===== src/rtl/bfhs_pkg.sv =====
// Shared types, phase codes and status codes for the bit file header stripper.
// Used by every module of the block; depends on nothing.

package bfhs_pkg;

    // one input beat
    typedef struct packed {
        logic [7:0] file_byte;
        logic       end_of_file;
    } in_item_t;

    // one result beat
    typedef struct packed {
        logic        kind;
        logic [7:0]  payload_byte;
        logic [1:0]  status;
        logic [34:0] length_bits;
        logic        last;
    } out_item_t;

    // work passed from the parser to the output side: what one input byte produced
    typedef struct packed {
        logic        pay_valid;
        logic [7:0]  pay_byte;
        logic        stat_valid;
        logic [1:0]  status;
        logic [34:0] length_bits;
    } work_t;

    localparam int QUEUE_DEPTH = 4;
    localparam int QUEUE_AW    = $clog2(QUEUE_DEPTH);

    // parser phases
    localparam logic [3:0] PH_F1_HI   = 4'd0;
    localparam logic [3:0] PH_F1_LO   = 4'd1;
    localparam logic [3:0] PH_F1_BODY = 4'd2;
    localparam logic [3:0] PH_F2_HI   = 4'd3;
    localparam logic [3:0] PH_F2_LO   = 4'd4;
    localparam logic [3:0] PH_TYPE    = 4'd5;
    localparam logic [3:0] PH_LEN_HI  = 4'd6;
    localparam logic [3:0] PH_LEN_LO  = 4'd7;
    localparam logic [3:0] PH_BODY    = 4'd8;
    localparam logic [3:0] PH_SIZE    = 4'd9;
    localparam logic [3:0] PH_PAYLOAD = 4'd10;
    localparam logic [3:0] PH_TRAIL   = 4'd11;

    localparam logic [7:0] TYPE_SIZE_FIELD = 8'h65;
    localparam logic [1:0] SIZE_BYTES_LAST = 2'd3;

    localparam logic [1:0] ST_EXACT   = 2'd0;
    localparam logic [1:0] ST_DROPPED = 2'd1;
    localparam logic [1:0] ST_TRUNC   = 2'd2;
    localparam logic [1:0] ST_SHORT   = 2'd3;

    localparam logic KIND_PAYLOAD = 1'b0;
    localparam logic KIND_STATUS  = 1'b1;

    // register index taken from paddr[2]
    localparam logic REG_REVERSE_BITS = 1'b0;

    function automatic logic [7:0] flip_byte(input logic [7:0] b);
        logic [7:0] r;
        for (int i = 0; i < 8; i++)
        begin
            r[7 - i] = b[i];
        end
        return r;
    endfunction

endpackage


===== src/rtl/bfhs_front.sv =====
// Header parser: walks the file header one byte per beat and emits work entries.
// Depends on bfhs_pkg.

module bfhs_front (
    input  logic                clk,
    input  logic                rst_n,
    input  logic                accept,
    input  bfhs_pkg::in_item_t  item,
    input  logic                reverse_bits,
    output logic                push,
    output bfhs_pkg::work_t     work
);
    import bfhs_pkg::*;

    logic [3:0]  phase_reg, phase_next;
    logic [15:0] field_length_reg, field_length_next;
    logic [15:0] skip_reg, skip_next;
    logic [1:0]  size_seen_reg, size_seen_next;
    logic [31:0] declared_reg, declared_next;
    logic [31:0] remaining_reg, remaining_next;

    logic [7:0]  b;
    logic [15:0] len;
    logic [15:0] skip_dec;
    logic [31:0] rem_dec;
    logic        dropped;

    assign b        = item.file_byte;
    assign len      = {field_length_reg[7:0], b};
    assign skip_dec = skip_reg - 16'd1;
    assign rem_dec  = remaining_reg - 32'd1;

    always_comb
    begin
        phase_next        = phase_reg;
        field_length_next = field_length_reg;
        skip_next         = skip_reg;
        size_seen_next    = size_seen_reg;
        declared_next     = declared_reg;
        remaining_next    = remaining_reg;
        dropped           = 1'b0;
        work              = '0;

        case (phase_reg)
            PH_F1_LO:
            begin
                skip_next  = len;
                phase_next = (len == 16'd0) ? PH_F2_HI : PH_F1_BODY;
            end
            PH_F1_BODY:
            begin
                skip_next = skip_dec;
                if (skip_dec == 16'd0)
                begin
                    phase_next = PH_F2_HI;
                end
            end
            PH_F2_HI:
            begin
                field_length_next = {8'd0, b};
                phase_next        = PH_F2_LO;
            end
            PH_F2_LO:
            begin
                field_length_next = len;
                phase_next        = PH_TYPE;
            end
            PH_TYPE:
            begin
                if (b == TYPE_SIZE_FIELD)
                begin
                    size_seen_next = 2'd0;
                    declared_next  = 32'd0;
                    phase_next     = PH_SIZE;
                end
                else
                begin
                    phase_next = PH_LEN_HI;
                end
            end
            PH_LEN_HI:
            begin
                field_length_next = {8'd0, b};
                phase_next        = PH_LEN_LO;
            end
            PH_LEN_LO:
            begin
                field_length_next = len;
                skip_next         = len;
                phase_next        = (len == 16'd0) ? PH_TYPE : PH_BODY;
            end
            PH_BODY:
            begin
                skip_next = skip_dec;
                if (skip_dec == 16'd0)
                begin
                    phase_next = PH_TYPE;
                end
            end
            PH_SIZE:
            begin
                declared_next = {declared_reg[23:0], b};
                if (size_seen_reg == SIZE_BYTES_LAST)
                begin
                    size_seen_next = 2'd0;
                    remaining_next = declared_next;
                    phase_next     = (declared_next == 32'd0) ? PH_TRAIL : PH_PAYLOAD;
                end
                else
                begin
                    size_seen_next = size_seen_reg + 2'd1;
                end
            end
            PH_PAYLOAD:
            begin
                work.pay_valid = 1'b1;
                work.pay_byte  = reverse_bits ? flip_byte(b) : b;
                remaining_next = rem_dec;
                if (rem_dec == 32'd0)
                begin
                    phase_next = PH_TRAIL;
                end
            end
            PH_TRAIL:
            begin
                dropped = 1'b1;
            end
            default:
            begin
                field_length_next = {8'd0, b};
                phase_next        = PH_F1_LO;
            end
        endcase

        if (item.end_of_file)
        begin
            work.stat_valid  = 1'b1;
            work.length_bits = {declared_next, 3'b000};
            if (dropped)
            begin
                work.status = ST_DROPPED;
            end
            else if (phase_next == PH_TRAIL)
            begin
                work.status = ST_EXACT;
            end
            else if (phase_next == PH_PAYLOAD)
            begin
                work.status = ST_SHORT;
            end
            else
            begin
                work.status      = ST_TRUNC;
                work.length_bits = '0;
            end
            // start over for the next file
            phase_next        = PH_F1_HI;
            field_length_next = 16'd0;
            skip_next         = 16'd0;
            size_seen_next    = 2'd0;
            declared_next     = 32'd0;
            remaining_next    = 32'd0;
        end
    end

    assign push = accept && (work.pay_valid || work.stat_valid);

    always_ff @(posedge clk or negedge rst_n)
    begin
        if (!rst_n)
        begin
            phase_reg        <= PH_F1_HI;
            field_length_reg <= 16'd0;
            skip_reg         <= 16'd0;
            size_seen_reg    <= 2'd0;
            declared_reg     <= 32'd0;
            remaining_reg    <= 32'd0;
        end
        else if (accept)
        begin
            phase_reg        <= phase_next;
            field_length_reg <= field_length_next;
            skip_reg         <= skip_next;
            size_seen_reg    <= size_seen_next;
            declared_reg     <= declared_next;
            remaining_reg    <= remaining_next;
        end
    end

    a_eof_restarts: assert property (@(posedge clk) disable iff (!rst_n)
        accept && item.end_of_file |=> phase_reg == PH_F1_HI && declared_reg == 32'd0)
        else $error("parser did not restart after end of file");

    a_payload_only_in_payload: assert property (@(posedge clk) disable iff (!rst_n)
        push && work.pay_valid |-> phase_reg == PH_PAYLOAD && remaining_reg != 32'd0)
        else $error("payload emitted outside the payload phase");

endmodule


===== src/rtl/bfhs_queue.sv =====
// Short work queue between the parser and the output side.
// Depends on bfhs_pkg.

module bfhs_queue (
    input  logic             clk,
    input  logic             rst_n,
    input  logic             push,
    input  bfhs_pkg::work_t  push_work,
    input  logic             pop,
    output bfhs_pkg::work_t  head,
    output logic             empty,
    output logic             full
);
    import bfhs_pkg::*;

    work_t               slots [QUEUE_DEPTH];
    logic [QUEUE_AW-1:0] wr_ptr_reg, rd_ptr_reg;
    logic [QUEUE_AW:0]   count_reg, count_next;

    assign empty = (count_reg == '0);
    assign full  = (count_reg == (QUEUE_AW + 1)'(QUEUE_DEPTH));
    assign head  = slots[rd_ptr_reg];

    always_comb
    begin
        count_next = count_reg;
        if (push && !pop)
        begin
            count_next = count_reg + 1'b1;
        end
        else if (pop && !push)
        begin
            count_next = count_reg - 1'b1;
        end
    end

    always_ff @(posedge clk)
    begin
        if (push)
        begin
            slots[wr_ptr_reg] <= push_work;
        end
    end

    always_ff @(posedge clk or negedge rst_n)
    begin
        if (!rst_n)
        begin
            wr_ptr_reg <= '0;
            rd_ptr_reg <= '0;
            count_reg  <= '0;
        end
        else
        begin
            if (push)
            begin
                wr_ptr_reg <= wr_ptr_reg + 1'b1;
            end
            if (pop)
            begin
                rd_ptr_reg <= rd_ptr_reg + 1'b1;
            end
            count_reg <= count_next;
        end
    end

    a_no_overflow: assert property (@(posedge clk) disable iff (!rst_n)
        push |-> !full)
        else $error("push into a full queue");

    a_no_underflow: assert property (@(posedge clk) disable iff (!rst_n)
        pop |-> !empty)
        else $error("pop from an empty queue");

    a_ptr_count: assert property (@(posedge clk) disable iff (!rst_n)
        (count_reg == '0 || count_reg == (QUEUE_AW + 1)'(QUEUE_DEPTH))
            |-> wr_ptr_reg == rd_ptr_reg)
        else $error("queue pointers disagree with count");

endmodule


===== src/rtl/bfhs_back.sv =====
// Output side: turns queued work into result beats through an output register.
// Depends on bfhs_pkg.

module bfhs_back (
    input  logic                 clk,
    input  logic                 rst_n,
    input  bfhs_pkg::work_t      head,
    input  logic                 empty,
    output logic                 pop,
    output logic                 out_valid,
    input  logic                 out_stall,
    output bfhs_pkg::out_item_t  out_item
);
    import bfhs_pkg::*;

    logic        out_valid_reg;
    out_item_t   out_reg;
    logic        pend_valid_reg;
    logic [1:0]  pend_status_reg;
    logic [34:0] pend_len_reg;
    logic        load;

    assign load      = !out_valid_reg || !out_stall;
    assign pop       = load && !pend_valid_reg && !empty;
    assign out_valid = out_valid_reg;
    assign out_item  = out_reg;

    always_ff @(posedge clk)
    begin
        if (load)
        begin
            if (pend_valid_reg)
            begin
                out_reg <= '{kind: KIND_STATUS, payload_byte: 8'd0,
                             status: pend_status_reg, length_bits: pend_len_reg,
                             last: 1'b1};
            end
            else if (head.pay_valid)
            begin
                out_reg <= '{kind: KIND_PAYLOAD, payload_byte: head.pay_byte,
                             status: ST_EXACT, length_bits: 35'd0, last: 1'b0};
            end
            else
            begin
                out_reg <= '{kind: KIND_STATUS, payload_byte: 8'd0,
                             status: head.status, length_bits: head.length_bits,
                             last: 1'b1};
            end
        end
        if (pop)
        begin
            pend_status_reg <= head.status;
            pend_len_reg    <= head.length_bits;
        end
    end

    always_ff @(posedge clk or negedge rst_n)
    begin
        if (!rst_n)
        begin
            out_valid_reg  <= 1'b0;
            pend_valid_reg <= 1'b0;
        end
        else if (load)
        begin
            out_valid_reg <= pend_valid_reg || !empty;
            // hold the status of an end-of-file payload byte for the next beat
            pend_valid_reg <= pop && head.pay_valid && head.stat_valid;
        end
    end

    a_pend_behind_payload: assert property (@(posedge clk) disable iff (!rst_n)
        pend_valid_reg |-> out_valid_reg && out_reg.kind == KIND_PAYLOAD)
        else $error("held status without a payload beat ahead of it");

    a_status_is_last: assert property (@(posedge clk) disable iff (!rst_n)
        out_valid_reg |-> out_reg.last == (out_reg.kind == KIND_STATUS))
        else $error("last flag does not match result kind");

endmodule


===== src/rtl/bit_file_header_stripper_unit.sv =====
// Top level of the bit file header stripper: APB register, parser, queue, output side.
// Depends on bfhs_pkg, bfhs_front, bfhs_queue, bfhs_back.
//
//  channel   | handshake                   | payload
//  ----------+-----------------------------+------------------------------
//  bytes in  | byte_valid / byte_stall     | byte_item   (in_item_t)
//  results   | result_valid / result_stall | result_item (out_item_t)
//  registers | APB psel/penable/pwrite     | paddr[2:0], pwdata, prdata
//
// One byte is taken every cycle unless byte_stall is high; a taken payload byte is queued,
// then registered as a result beat. An end-of-file byte inside the payload gives two beats.
// byte_stall rises only when the four-entry work queue is full, i.e. when result_stall
// has held the output long enough to back up the queue.
// Reset clears the parser, the queue and reverse_bits; a file may start at once.

module bit_file_header_stripper_unit (
    input  logic                 clk,
    input  logic                 rst_n,
    input  logic                 byte_valid,
    output logic                 byte_stall,
    input  bfhs_pkg::in_item_t   byte_item,
    output logic                 result_valid,
    input  logic                 result_stall,
    output bfhs_pkg::out_item_t  result_item,
    input  logic                 psel,
    input  logic                 penable,
    input  logic                 pwrite,
    input  logic [2:0]           paddr,
    input  logic [31:0]          pwdata,
    output logic [31:0]          prdata,
    output logic                 pready
);
    import bfhs_pkg::*;

    logic  reverse_bits_reg;
    logic  accept;
    logic  push;
    logic  pop;
    logic  q_empty;
    logic  q_full;
    work_t push_work;
    work_t head;

    assign pready = 1'b1;
    assign prdata = (paddr[2] == REG_REVERSE_BITS) ? {31'd0, reverse_bits_reg} : 32'd0;

    always_ff @(posedge clk or negedge rst_n)
    begin
        if (!rst_n)
        begin
            reverse_bits_reg <= 1'b0;
        end
        else if (psel && penable && pwrite && paddr[2] == REG_REVERSE_BITS)
        begin
            reverse_bits_reg <= pwdata[0];
        end
    end

    assign byte_stall = q_full;
    assign accept     = byte_valid && !q_full;

    bfhs_front u_front (
        .clk          (clk),
        .rst_n        (rst_n),
        .accept       (accept),
        .item         (byte_item),
        .reverse_bits (reverse_bits_reg),
        .push         (push),
        .work         (push_work)
    );

    bfhs_queue u_queue (
        .clk       (clk),
        .rst_n     (rst_n),
        .push      (push),
        .push_work (push_work),
        .pop       (pop),
        .head      (head),
        .empty     (q_empty),
        .full      (q_full)
    );

    bfhs_back u_back (
        .clk       (clk),
        .rst_n     (rst_n),
        .head      (head),
        .empty     (q_empty),
        .pop       (pop),
        .out_valid (result_valid),
        .out_stall (result_stall),
        .out_item  (result_item)
    );

endmodule

===== config.mk =====
export PLATFORM = sky130hd
export DESIGN_NAME = bit_file_header_stripper_unit
export DESIGN_NICKNAME = d
export VERILOG_FILES = /design/src/rtl/bfhs_pkg.sv /design/src/rtl/bfhs_front.sv /design/src/rtl/bfhs_queue.sv /design/src/rtl/bfhs_back.sv /design/src/rtl/bit_file_header_stripper_unit.sv
export SDC_FILE = /design/constraint.sdc
export NUM_CORES = 1
export LEC_CHECK = 0
export BUFFER_PORTS_ARGS = -buffer_cell sky130_fd_sc_hd__buf_2
export CORE_MARGIN = 2
export CORE_UTILIZATION = 35
export CTS_BUF_LIST = sky130_fd_sc_hd__clkbuf_4 sky130_fd_sc_hd__clkbuf_8
export CTS_CLUSTER_SIZE = 40
export DETAILED_ROUTE_END_ITERATION = 6
export PLACE_DENSITY = 0.59
export SYNTH_ARGS = -nofsm -noshare
export SYNTH_HDL_FRONTEND = slang
export SYNTH_SLANG_ARGS = --single-unit

===== constraint.sdc =====
create_clock -name clk -period 6.81 [get_ports clk]
set_input_delay 0.681 -clock clk [delete_from_list [all_inputs] [get_ports clk]]
set_output_delay 0.681 -clock clk [all_outputs]
set_load 0.03 [all_outputs]

# [Word-level counts from Yosys, hierarchy flattened]
# Memories as Yosys holds them, arrays and structs flattened.
# Cells that the tools add are included.
# Widths: inputs -> output; s select.
[totals] romBits=0 out_inout_bits=82 in_bits=51 ram_bits=188 latch_bits=0 n_memories=1 elab_cells=128 register_bits=188
[memory_table] memory="u_queue.slots" depth=4 width=47 read_ports=1 rd_clocked_by_memory_dff=0 wr=1 line_no="bfhs_queue.sv:16" text="work_t slots [QUEUE_DEPTH];"
[op_classes] n_eq_ne=19 n_mux=41 mul=0 reduce_logical=39 order_cmp=0 shift=0 div=0 bitwise=2 n_addsub=7
[op_table] op="$mux 32" count=4
[op_table] op="$pmux 32 s2" count=2
[op_table] op="$mux 35" count=3
[op_table] op="$mux 38" count=2
[op_table] op="$logic_not 32->1" count=2
[op_table] op="$mux 47" count=1
[op_table] op="$pmux 4 s11" count=1
[op_table] op="$logic_not 16->1" count=2
[op_table] op="$pmux 16 s2" count=1
[op_table] op="$sub 32x1->32 const B" count=1
[op_table] op="$mux 4" count=7
[op_table] op="$eq 4x4->1 const B" count=6
[op_table] op="$eq 4x3->1 const B" count=4
[op_table] op="$mux 16" count=1
[op_table] op="$mux 8" count=2
[op_table] op="$pmux 8 s2" count=1
[op_table] op="$sub 16x1->16 const B" count=1
[op_table] op="$logic_and 1x1->1" count=11
[op_table] op="$mux 2" count=5
[op_table] op="$mux 9" count=1
[op_table] op="$reduce_bool 3->1" count=3
[op_table] op="$eq 4x2->1 const B" count=2
[op_table] op="$eq 8x7->1 const B" count=1
[op_table] op="$reduce_or 2->1" count=4
[op_table] op="other kinds (19)" count=40

# [Logic depth before layout (Yosys ltp)]
[depth] depth_word=15 mapped_depth=12 mapped_depth_nobuf=12

# [By module]
# A second synthesis with hierarchy kept.
[unflattened] cells_unflattened=1261 hier_area_um2=17017.6
[modules_own_cells] module="bfhs_queue" instances=1 seq_area_each_um2=5820.6 area_each_um2=7198.2 cells_per_inst=280
[modules_own_cells] module="bfhs_front" instances=1 seq_area_each_um2=2352.3 area_each_um2=6412.4 cells_per_inst=793
[modules_own_cells] module="bfhs_back" instances=1 seq_area_each_um2=2542.4 area_each_um2=3099.2 cells_per_inst=149
[modules_own_cells] module="bit_file_header_stripper_unit" instances=1 seq_area_each_um2=25.0 area_each_um2=307.8 cells_per_inst=39

# [Worst setup path before layout]
# No wires, ideal clock.
[synth_timing] kind="input-to-reg" start="input port result_stall" end="register u_queue.count_reg[1]" arrival_time_ns=5.698 setup_time_ns=0.125 t_required_ns=6.685 path_buffers=0 setup_slack_ns=0.987 stages=7 path_cell_list="nand2_1 nor3b_1 inv_1 ha_1 inv_1 fa_1 mux2_2"
[synth_via] elab_chain_len=7 elab_cells_between_ends=9 classes_between="mux: 1; reduce/logical: 8"
[synth_lines] element="start, declared" line_no="bit_file_header_stripper_unit.sv:23" text="input logic result_stall,"
[synth_lines] element="$logic_not 1->1" line_no="bfhs_back.sv:23" text="assign load = !out_valid_reg || !out_stall;"
[synth_lines] element="$logic_or 1x1->1" line_no="bfhs_back.sv:23"
[synth_lines] element="$logic_and 1x1->1 (2 in series)" line_no="bfhs_back.sv:24" text="assign pop = load && !pend_valid_reg && !empty;"
[synth_lines] element="via pop" line_no="bit_file_header_stripper_unit.sv:38" text="logic pop;"
[synth_lines] element="$logic_not 1->1" line_no="bfhs_queue.sv:27" text="if (push && !pop)"
[synth_lines] element="$logic_and 1x1->1" line_no="bfhs_queue.sv:27"
[synth_lines] element="$mux 3" line_no="bfhs_queue.sv:27"
[synth_lines] element="via u_queue.count_next[1]" line_no="bfhs_queue.sv:18" text="logic [QUEUE_AW:0] count_reg, count_next;"
[synth_lines] element="end signal, assigned" line_no="bfhs_queue.sv:63" text="count_reg <= count_next;"
[synth_lines] element="end, declared" line_no="bfhs_queue.sv:18"
# The timed path passes the listed nets, and every way through them passes these cells.
# A chain may end at the register's enable or synchronous reset.

==> summary.txt <==
STA
  – Hold Fails Final Rpt: 0
  – Setup TNS: 0 ns
  – Fin crit period: 3.84 ns
  – Finish-stage setup viols: 0
  – RSZ-0062 raised after global routing: no
  – Clk_skew: around 0.034 ns
  – Hold_ws: around 0.095 ns
  – Fin crit share: between 50% and 60%
  – Rel. slew slack: ~15%
  – Slew Limit Fails: 0
  – Worst slew pin tran: 1.24 ns
  – Upper clock frequency limit: ~260 MHz

Cells and area
  – Area delta synth->final: 12.1%
  – Antenna Cells: 0
  – Reg with most FFs: u_queue.slots
  – Share of layout cells above drive strength 1: roughly 18%
  – Area of the multi-input gates: about 5600 sq um
  – Nets: roughly 1400
  – Max reg flops: 176
  – Fillcell total: between 4000 and 5000
  – Reg area: between 10000 and 15000 sq um

Power and ir drop
  – Leakage: a little under 7 nW
  – Power density cells: around 420 nW/um^2
  – Worst vdd ir: ~0.26 mV

Floorplan
  – Die Ht: between 200 and 250 um
  – Die width: 220 um
  – Die area: 48500 sq um
  – Row count: 79
  – Core footprint: around 46000 sq um
  – I/O pin count: ~130
  – Starting Density: between 30% and 40%

Critical path
  – Crit end category: register
  – Crit-path most repeated cell: or4b_1
  – Worst path cell trace: inv_1 -> ha_1 -> or4b_1 -> or4b_1 -> a21o_1 -> o31ai_1 -> nand3_1 -> nor4_1 -> o221ai_1
  – Startpoint types: register
  – Worst stage delay on the critical path: 0.69 ns
  – Worst Path Arrival: between 4 and 5 ns
  – Crit Path Category: register to register
  – Critical Path Slowest Stage Cell: or4b_1
  – Critical Path RT: 7.05 ns
  – Worst R2R Path Depth: 9
  – Crit-path max FO: 11

Clock network
  – Hold Buf Count CTS: 0
  – CTS H-tree depth: 2
  – TritonCTS buffer count: 56
  – # Post-CTS Setup Buffers: 0
  – Max clock buf depth: 3
  – Clock tree sinks: 357
  – Worst-path clk slew: about 0.070 ns
  – Clock latency on the worst-skew pair: just over 0.6 ns
  – Root buffer cell: clkbuf_8
  – CTS tree: done
  – Resize count post-CTS: 0

GRT
  – Largest net degree at the start of global routing: 72
  – Number of global-route vias before repair: ~11000
  – Global-route wire length before repair: around 60 mm
  – Total track usage: between 15 and 20%
  – Initial antenna violation count: 0
  – Gr ovfl total: 0

Yosys
  – Post-synth EDFFs: roughly 250
  – Synth unique cells: 73
  – Asr flop ratio synth: between 20 and 30%
  – Ys Warns: 0
  – Synthesized cell area: 16400 sq um
  – Synthesized flop and latch total: roughly 360
  – Most used DFF post-synth: edfxtp_1
  – Sequential share of the synthesized area: 62.4%
  – Post-Syn Instances: between 1000 and 1500
  – Syn Area/Cell: ~12 sq um

Detailed routing
  – Avg WL per Cell: around 18 um
  – Vias post-DR: between 10000 and 15000
  – Initial DRC count: ~770
  – Final antenna-violating net count: 0
  – Final WL: roughly 37 mm
  – DR DRC count: 0
  – Vias per cell: approximately 5.3
  – Drt first pass iters: 6

Worst hold path
  – Hold/Removal Path Class: input port to async pin

Place
  – Port Buffer Count: 64
  – DPL Wire Length: 23.4 mm
  – GPL Wtd Cong: ~0.86

Run
  – Max_cap viols: 0

Status
  – Outcome: finished clean
==> worst max-delay path, delay by kind of cell, from the launching register on <==
family          cells  cell delay (ns)
fa+ha+maj           1             0.24
simple gates        4             2.02
compound gates      3             0.68
buf+inv             1             0.10
flops               1             0.41
==> path summary, 6_finish.rpt <==
| kind | start | to | slack (ns) |
|---|---|---|---|
| setup / recovery | u_front.remaining_reg[0]$_DFFE_PN0P_ | u_queue.slots[1][35]$_DFFE_PP_ | 2.97 |
| hold reg to reg | u_front.declared_reg[25]$_DFFE_PN0P_ | u_front.declared_reg[25]$_DFFE_PN0P_ | 0.50 |
| max in group asynchronous | rst_n | u_queue.rd_ptr_reg[0]$_DFFE_PN0P_ | 5.42 |
| min in group clk | pwdata[0] | reverse_bits_reg$_DFFE_PN0P_ | 0.30 |
| hold / removal | rst_n | u_front.remaining_reg[27]$_DFFE_PN0P_ | 0.09 |
| setup reg to reg | u_front.remaining_reg[0]$_DFFE_PN0P_ | u_queue.slots[1][35]$_DFFE_PP_ | 2.97 |
==> stage by stage <==
stage | std cells | total power, mW | utilization, % | cell area (sq um) | setup WS, ns
floorplan | 1357 | 5.23 | - | 16500 | 0.987
global placement | 1924 | 5.88 | 37.0 | 17100 | 3.09
detailed placement | 1924 | 5.93 | 37.0 | 17100 | 3.04
CTS | 2029 | 7.86 | 39.6 | 18300 | 3.02
global route | 2029 | 8.27 | 39.6 | 18300 | 2.82
finish | 2029 | 7.77 | 39.6 | 18300 | 2.97
==> cell type report <==
cell class | count | share of cell area [%]
repair buffers | 84 | 2.58
multi-input cells | 857 | 30.7
clock inverters | 32 | 1.44
inverters | 19 | 0.389
clock buffers | 73 | 5.07
flip-flops and latches | 357 | 55.6
well taps | 607 | 4.14
==> report_power, final <==
group,internal [mW],switching (mW),leakage (nW),total [mW]
logic,0.936,1.70,2.30,2.64
clock network,1.05,0.850,0.641,1.90
registers,2.92,0.307,3.82,3.22
==> layout by cell type (no fill, tap or decap), types with 11 or more instances in the layout <==
master / n
a21oi_1: 56
a22o_1: 44
a22oi_1: 40
buf_2: 63
buf_4: 21
clkbuf_4: 12
clkbuf_8: 61
clkinv_2: 15
conb_1: 35
dfrtp_1: 101
edfxtp_1: 253
inv_1: 18
mux2i_1: 11
mux4_2: 43
nand2_1: 117
nand3_1: 14
nand4_1: 12
nor2_1: 125
nor2b_1: 13
nor3_1: 35
nor4_1: 30
o21ai_0: 128
==> cell families (layout without fill, tap and decap cells) <==
family | count (synthesis) | in the layout | share of synthesized area, %
simple gates | 412 | 412 | 12.3
fa+ha+maj | 11 | 11 | 0.887
buf+inv | 143 | 208 | 4.18
compound gates | 326 | 326 | 12.6
flops | 357 | 357 | 62.4
other cells | 2 | 35 | 0.0459
xor+xnor | 16 | 16 | 0.857
mux | 57 | 57 | 6.80
==> cell usage after synthesis (11+ instances only) <==
cell type,count,area [sq um]
edfxtp_1,253,7600
o21ai_0,129,646
nor2_1,125,469
nand2_1,119,447
dfrtp_1,104,2600
clkbuf_1,73,274
a21oi_1,56,280
a22o_1,44,385
mux4_2,43,968
a22oi_1,40,300
buf_4,36,270
nor3_1,35,175
nor4_1,30,188
inv_1,18,67.6
nand3_1,14,70.1
nor2b_1,13,81.3
nand4_1,12,75.1
buf_1,11,41.3
mux2i_1,11,110
==> per-layer routing <==
| metal | vias up | wire length (um) | track usage, % | part of all wire (%) |
|---|---|---|---|---|
| li1 | 5058 | - | - | - |
| met1 | 5305 | 16600 | 21.1 | 45 |
| met2 | 285 | 18000 | 26.1 | 48 |
| met3 | 53 | 1790 | 2.49 | 4.8 |
| met4 | 0 | 778 | 4.43 | 2.1 |
| met5 | - | 0 | 0 | 0 |
Power figures use the tool's default switching activity.
